## src/rtl/bmds_pkg.sv

```systemverilog
// Shared constants for the multiplexed BCD display scan driver.
package bmds_pkg;

  // Built maximum number of display digits.
  localparam int MAX_DIGITS_DEF = 8;

  // Field widths.
  localparam int VALUE_W  = 32;
  localparam int COUNT_W  = 4;
  localparam int BCD_W    = 4;
  localparam int ENABLE_W = 8;
  localparam int SLOT_W   = 3;

  // Configuration port.
  localparam int CFG_IDX_W  = 1;
  localparam int CFG_DATA_W = VALUE_W;

  // Configuration register indexes.
  localparam logic [CFG_IDX_W-1:0] REG_DISPLAY_VALUE = 1'd0;
  localparam logic [CFG_IDX_W-1:0] REG_DIGIT_COUNT   = 1'd1;

  // Reset value of the digit count register.
  localparam logic [COUNT_W-1:0] DIGIT_COUNT_RST = 4'd3;

  // Shift-and-add-3 correction for one BCD digit.
  function automatic logic [BCD_W-1:0] dabble_adj(input logic [BCD_W-1:0] d);
    logic [BCD_W-1:0] r;
    begin
      if (d >= 4'd5) begin
        r = d + 4'd3;
      end else begin
        r = d;
      end
      return r;
    end
  endfunction

endpackage

```

## src/rtl/bmds_conv.sv

```systemverilog
// Bit-serial binary to BCD converter (shift and add 3), one value bit per cycle.
module bmds_conv #(
  parameter int MAX_DIGITS = bmds_pkg::MAX_DIGITS_DEF
) (
  input  logic                                      clk,
  input  logic                                      rst,
  input  logic                                      start,
  input  logic [bmds_pkg::VALUE_W-1:0]              value,
  output logic                                      busy,
  output logic [MAX_DIGITS-1:0][bmds_pkg::BCD_W-1:0] digits
);

  localparam int CNT_W = $clog2(bmds_pkg::VALUE_W + 1);

  logic [bmds_pkg::VALUE_W-1:0]               shifter;
  logic [MAX_DIGITS-1:0][bmds_pkg::BCD_W-1:0] bcd;
  logic [MAX_DIGITS-1:0][bmds_pkg::BCD_W-1:0] adj;
  logic [MAX_DIGITS*bmds_pkg::BCD_W-1:0]      adj_flat;
  logic [MAX_DIGITS*bmds_pkg::BCD_W-1:0]      bcd_next;
  logic [CNT_W-1:0]                           bits_left;

  // Correct every digit before the shift; the digits are independent.
  always_comb begin
    for (int i = 0; i < MAX_DIGITS; i++) begin
      adj[i] = bmds_pkg::dabble_adj(bcd[i]);
    end
  end

  assign adj_flat = adj;

  // Shift the next value bit into the least significant digit.
  // Carries out of the top digit are dropped, which keeps the value modulo
  // ten to the number of digits.
  assign bcd_next = {adj_flat[MAX_DIGITS*bmds_pkg::BCD_W-2:0], shifter[bmds_pkg::VALUE_W-1]};

  // Conversion sequencer.
  always_ff @(posedge clk) begin
    if (rst) begin
      busy      <= 1'b0;
      bits_left <= '0;
      bcd       <= '0;
    end else if (start) begin
      busy      <= 1'b1;
      bits_left <= CNT_W'(bmds_pkg::VALUE_W);
      bcd       <= '0;
    end else if (busy) begin
      bcd       <= bcd_next;
      bits_left <= bits_left - 1'b1;
      if (bits_left == CNT_W'(1)) begin
        busy <= 1'b0;
      end
    end
  end

  // Value shift register, payload only.
  always_ff @(posedge clk) begin
    if (start) begin
      shifter <= value;
    end else if (busy) begin
      shifter <= {shifter[bmds_pkg::VALUE_W-2:0], 1'b0};
    end
  end

  assign digits = bcd;

endmodule

```

## src/rtl/bcd_multiplexed_display_scan_top.sv

```systemverilog
// Multiplexed BCD display scan driver: configuration, digit conversion and slot scan.
// A scan tick transfer is registered and shows its result in the next cycle; one tick
// per cycle when idle, with no write and a free output. A display value write starts
// a bit-serial conversion (one value bit per cycle) during which no tick is taken.
// Synchronous reset: digit count 3, slot 0, digit store cleared at once.
module bcd_multiplexed_display_scan_top #(
  parameter int MAX_DIGITS = bmds_pkg::MAX_DIGITS_DEF
) (
  input  logic                                clk,
  input  logic                                rst,
  input  logic                                cfg_write,
  input  logic [bmds_pkg::CFG_IDX_W-1:0]      cfg_index,
  input  logic [bmds_pkg::CFG_DATA_W-1:0]     cfg_data,
  input  logic                                in_valid,
  output logic                                in_ready,
  input  logic                                advance,
  output logic                                out_valid,
  input  logic                                out_ready,
  output logic [bmds_pkg::BCD_W-1:0]          bcd_lines,
  output logic [bmds_pkg::ENABLE_W-1:0]       digit_enable,
  output logic [bmds_pkg::SLOT_W-1:0]         slot_index
);

  localparam int DW = (MAX_DIGITS > 1) ? $clog2(MAX_DIGITS) : 1;
  localparam logic [bmds_pkg::COUNT_W-1:0] MAX_CNT = bmds_pkg::COUNT_W'(MAX_DIGITS);

  logic [bmds_pkg::COUNT_W-1:0]               digit_count;
  logic [bmds_pkg::COUNT_W-1:0]               n_used;
  logic [DW-1:0]                              slot;
  logic [DW-1:0]                              slot_next;
  logic [bmds_pkg::COUNT_W-1:0]               slot_inc;
  logic [bmds_pkg::COUNT_W-1:0]               sel_wide;
  logic [MAX_DIGITS-1:0][bmds_pkg::BCD_W-1:0] digits;
  logic [MAX_DIGITS-1:0]                      onehot;
  logic                                       conv_start;
  logic                                       conv_busy;
  logic                                       in_xfer;

  // Configuration writes.
  assign conv_start = cfg_write && (cfg_index == bmds_pkg::REG_DISPLAY_VALUE);

  always_ff @(posedge clk) begin
    if (rst) begin
      digit_count <= bmds_pkg::DIGIT_COUNT_RST;
    end else if (cfg_write && (cfg_index == bmds_pkg::REG_DIGIT_COUNT)) begin
      digit_count <= cfg_data[bmds_pkg::COUNT_W-1:0];
    end
  end

  // Digits in use: zero counts as one, large counts saturate.
  always_comb begin
    if (digit_count == '0) begin
      n_used = bmds_pkg::COUNT_W'(1);
    end else if (digit_count > MAX_CNT) begin
      n_used = MAX_CNT;
    end else begin
      n_used = digit_count;
    end
  end

  bmds_conv #(
    .MAX_DIGITS(MAX_DIGITS)
  ) u_conv (
    .clk    (clk),
    .rst    (rst),
    .start  (conv_start),
    .value  (cfg_data),
    .busy   (conv_busy),
    .digits (digits)
  );

  // Input transfer with the converter idle, no write and the output register free.
  assign in_ready = !conv_busy && !cfg_write && (!out_valid || out_ready);
  assign in_xfer  = in_valid && in_ready;

  // Slot update: optional advance with wrap, then fall back to slot 0
  // when the slot lies past the digits in use.
  always_comb begin
    slot_inc = bmds_pkg::COUNT_W'(slot) + 1'b1;
    if (advance) begin
      if (slot_inc >= n_used) begin
        slot_next = '0;
      end else begin
        slot_next = slot_inc[DW-1:0];
      end
    end else if (bmds_pkg::COUNT_W'(slot) >= n_used) begin
      slot_next = '0;
    end else begin
      slot_next = slot;
    end
  end

  // Slot 0 shows the most significant digit in use.
  assign sel_wide = n_used - 1'b1 - bmds_pkg::COUNT_W'(slot_next);
  assign onehot   = MAX_DIGITS'(1) << slot_next;

  // Slot and output valid.
  always_ff @(posedge clk) begin
    if (rst) begin
      slot      <= '0;
      out_valid <= 1'b0;
    end else begin
      if (in_xfer) begin
        slot      <= slot_next;
        out_valid <= 1'b1;
      end else if (out_ready) begin
        out_valid <= 1'b0;
      end
    end
  end

  // Output payload register.
  always_ff @(posedge clk) begin
    if (in_xfer) begin
      bcd_lines    <= digits[sel_wide[DW-1:0]];
      digit_enable <= bmds_pkg::ENABLE_W'(onehot);
      slot_index   <= bmds_pkg::SLOT_W'(slot_next);
    end
  end

endmodule
```

## config.mk

```make
export PLATFORM = sky130hd
export DESIGN_NAME = bcd_multiplexed_display_scan_top
export DESIGN_NICKNAME = d
export VERILOG_FILES = /design/src/rtl/bmds_pkg.sv /design/src/rtl/bmds_conv.sv /design/src/rtl/bcd_multiplexed_display_scan_top.sv
export SDC_FILE = /design/constraint.sdc
export NUM_CORES = 1
export LEC_CHECK = 0
export BUFFER_PORTS_ARGS = -buffer_cell sky130_fd_sc_hd__buf_2
export CAP_MARGIN = 10
export CORE_MARGIN = 1
export CORE_UTILIZATION = 35
export CTS_CLUSTER_SIZE = 28
export DETAILED_ROUTE_END_ITERATION = 10
export GPL_ROUTABILITY_DRIVEN = 1
export PLACE_DENSITY = 0.49
export SETUP_SLACK_MARGIN = 0.02
export SLEW_MARGIN = 20
export SYNTH_ARGS = -nofsm -noshare
export SYNTH_HDL_FRONTEND = slang
export SYNTH_SLANG_ARGS = --single-unit
```

## constraint.sdc

```tcl
create_clock -name clk -period 7.6 [get_ports clk]
set_input_delay 1.52 -clock clk [delete_from_list [all_inputs] [get_ports clk]]
set_output_delay 1.52 -clock clk [all_outputs]
set_load 0.02 [all_outputs]
```

==> impl_metrics.py <==
metrics = {
    "layout": {
        "nFillCells": 1321,
        "nNetsFinal": 553,
        "fin_cells": 667,
        "design_area_um2": 5500,
        "syn_to_final_growth_pct": 15.6,
        "drive_gt1_frac": 0.255,
        "multi_input_area_um2": 2240,
        "diodes": 0,
        "regArea_um2": 2350,
    },
    "setup_path": {
        "crit_chain": "buf_2 > and4b_1 > mux2i_1 > ha_1 > inv_1 > fa_1 > mux4_2 > mux2_4",
        "path_max_fanout": 8,
        "arrival_ps": 4060,
        "r2r_slack_ps": 3690,
        "crit_required_ps": 7700,
        "crit_slowest_cell": "fa_1",
        "path_class": "in2reg",
        "cpPeakStageDelay_ps": 700,
        "crit_path_start_kind": "primary input",
        "crit_path_end_kind": "flop",
    },
    "power_and_ir_drop": {
        "finalPower_uw": 1180,
        "irDropWorstVdd_mv": 0.105,
        "p_leak_uw": 0.00207,
        "power_density_nw_per_um2": 214,
    },
    "detailed_routing": {
        "firstDrtPassIters": 4,
        "drc": 0,
        "via_count": 3179,
        "route.final.wire_length_um": 8770,
        "drtIter0Drc": 145,
        "postRouteAntennaNets": 0,
        "avgRoutedWirePerCell_um": 13.2,
        "vias_per_cell": 4.77,
    },
    "grt": {
        "grt_busiest_layer": "met2",
        "met2_usage": 0.231,
        "grt_max_degree": 38,
        "grt_use_met3": 0.0425,
        "first_global_vias": 3209,
        "grt_first_pass_wirelength_um": 15400,
        "grt_overflow_total": 0,
        "use_met1": 0.166,
        "grt_antenna_before_repair": 0,
        "grtUsageTotal": 0.139,
    },
    "yosys": {
        "ys_async_sr_fraction": 0,
        "synth_top_cells_by_area": "edfxtp_1, dfxtp_1, mux2_2",
        "syn_nets": 503,
        "synth.yosys.seq_area_share": 0.494,
        "synth_edf_count": 47,
        "synth.cell_area_um2": 4760,
        "synth_cell_types": 39,
        "yosys_warnings": 0,
        "synth_ff_type": "edfxtp_1",
        "synth-seq-cells": 94,
        "yosysTopAreaCell": "edfxtp_1",
        "yosysTopAreaCellShare": 0.297,
        "syn-instance-count": 436,
        "syn_avg_cell_area_um2": 10.9,
    },
    "clock_network": {
        "cts_resized": 0,
        "ctsHoldBuffers": 0,
        "clk_pin_slew_ps": 70,
        "clock-root-buffer": "clkbuf_16",
        "cts_tree": "done",
        "post-cts-setup-buffer-count": 0,
        "cts_buffers": 9,
        "clkLatencyLatePin_ps": 350,
        "cts_sinks": 94,
        "htreeDepth": 3,
        "cts_buffer_depth": 2,
    },
    "placement": {
        "dpl_cell_area_um2": 5200,
        "dp_cells": 651,
        "post-place-ws_ps": 3280,
        "io_buffers": 55,
        "gp_congestion": 0.771,
        "dp_hpwl_um": 6120,
    },
    "outcome": {
        "status": "finished, final reports clean",
    },
    "sta": {
        "slew_violations": 0,
        "finClkSkew_ps": 8.24,
        "worst_pin_slew_ps": 954,
        "fin_setup_tns_ps": 0,
        "min_period_over_period": 0.521,
        "hold_viol_final": 0,
        "relSlewSlack": 0.363,
        "setup-violations-final": 0,
        "fmax_mhz": 253,
        "fin_ws_ps": 3640,
        "grt_setup_unrepaired": "false",
        "period_minus_slack_ps": 3960,
    },
    "die": {
        "start_util": 0.359,
        "die_height_um": 119,
        "core_area_um2": 13200,
        "io_pins": 56,
        "die_w_um": 119,
        "die-area_um2": 14100,
        "rows": 42,
    },
    "job": {
        "cap_violations": 0,
    },
    "hold_path": {
        "hp-class": "reg2reg",
    },
}
==> Yosys cell counts, drive strengths merged (2+ instances only) <==
| cell | n |
|---|---|
| nor2 | 55 |
| dfxtp | 47 |
| edfxtp | 47 |
| a21oi | 36 |
| mux2 | 35 |
| ha | 27 |
| nand2 | 27 |
| inv | 24 |
| o21ai | 23 |
| nor3 | 12 |
| xnor2 | 12 |
| mux2i | 11 |
| clkbuf | 10 |
| nand2b | 10 |
| nand3 | 10 |
| xor2 | 10 |
| buf | 8 |
| mux4 | 8 |
| a211o | 3 |
| a211oi | 3 |
| and3 | 3 |
| and2 | 2 |
| nor2b | 2 |
| or2 | 2 |
==> final cells by class <==
class                           count  share of cell area
Sequential cell                    94               0.428
Inverter                           24              0.0173
Multi-Input combinational cell    300               0.408
Timing Repair Buffer               57              0.0528
Clock inverter                      6              0.0127
Tap cell                          176              0.0400
Clock buffer                       10              0.0416
==> placed cells by master (no fill, tap or decap), types with 12 or more instances in the layout <==
master / count
nor3_1: 12
o21ai_0: 23
edfxtp_1: 47
nor2_1: 55
a21oi_1: 35
nand2_1: 27
ha_1: 27
buf_2: 55
dfxtp_1: 47
inv_1: 22
mux2_2: 31
==> routing by layer <==
layer | part of all wire | vias up
met4 | 0.018 | 0
met1 | 0.48 | 1490
met5 | 0 | -
met2 | 0.46 | 52
li1 | - | 1624
met3 | 0.042 | 13
==> flip-flops by register name, indices dropped and copies added (netlist names) <==
name,count
digit_count,4
u_conv.digits,32
u_conv.busy,1
slot,3
out_valid,1
digit_enable,8
slot_index,3
bcd_lines,4
u_conv.bits_left,6
u_conv.shifter,32
==> report_power, final <==
part	switching, µW	internal [µW]	total (µW)	leakage, µW
logic	78.1	63.6	142	0.00110
clock network	202	258	460	0.000141
registers	9.75	564	574	0.000832
total	290	886	1180	0.00207
==> path summary, 6_finish.rpt <==
path                            cells after the start                          end                         from
worst max-delay path                                8       bcd_lines[2]$_DFFE_PP_                      advance
worst min-delay path                                2  digit_count[2]$_SDFFE_PP0P_  digit_count[2]$_SDFFE_PP0P_
worst min register to register                      2  digit_count[2]$_SDFFE_PP0P_  digit_count[2]$_SDFFE_PP0P_
worst max register to register                     13       bcd_lines[2]$_DFFE_PP_  digit_count[1]$_SDFFE_PP1P_
==> metrics by stage <==
stage | utilization | hold WS (ps)
after global placement | 0.393 | 457
after global routing | 0.415 | 509
after detailed placement | 0.393 | 473
final | 0.415 | 485
after floorplan | - | 436
after CTS | 0.415 | 486
==> cell families after synthesis <==
family | after synthesis | synth area share
AO/OA/AOI/OAI | 70 | 0.0865
XOR/XNOR | 22 | 0.0444
adder cells (fa/ha/maj) | 28 | 0.0752
buffers and inverters | 42 | 0.0345
flip-flops | 94 | 0.494
multiplexers | 54 | 0.147
AND/OR/NAND/NOR | 126 | 0.118
==> critical path, delay by kind of cell <==
family / cells / cell delay, ps
adder cells (fa/ha/maj): 2 / 950
buffers and inverters: 2 / 170
multiplexers: 3 / 1190
AND/OR/NAND/NOR: 1 / 220
Power figures use the tool's default switching activity.
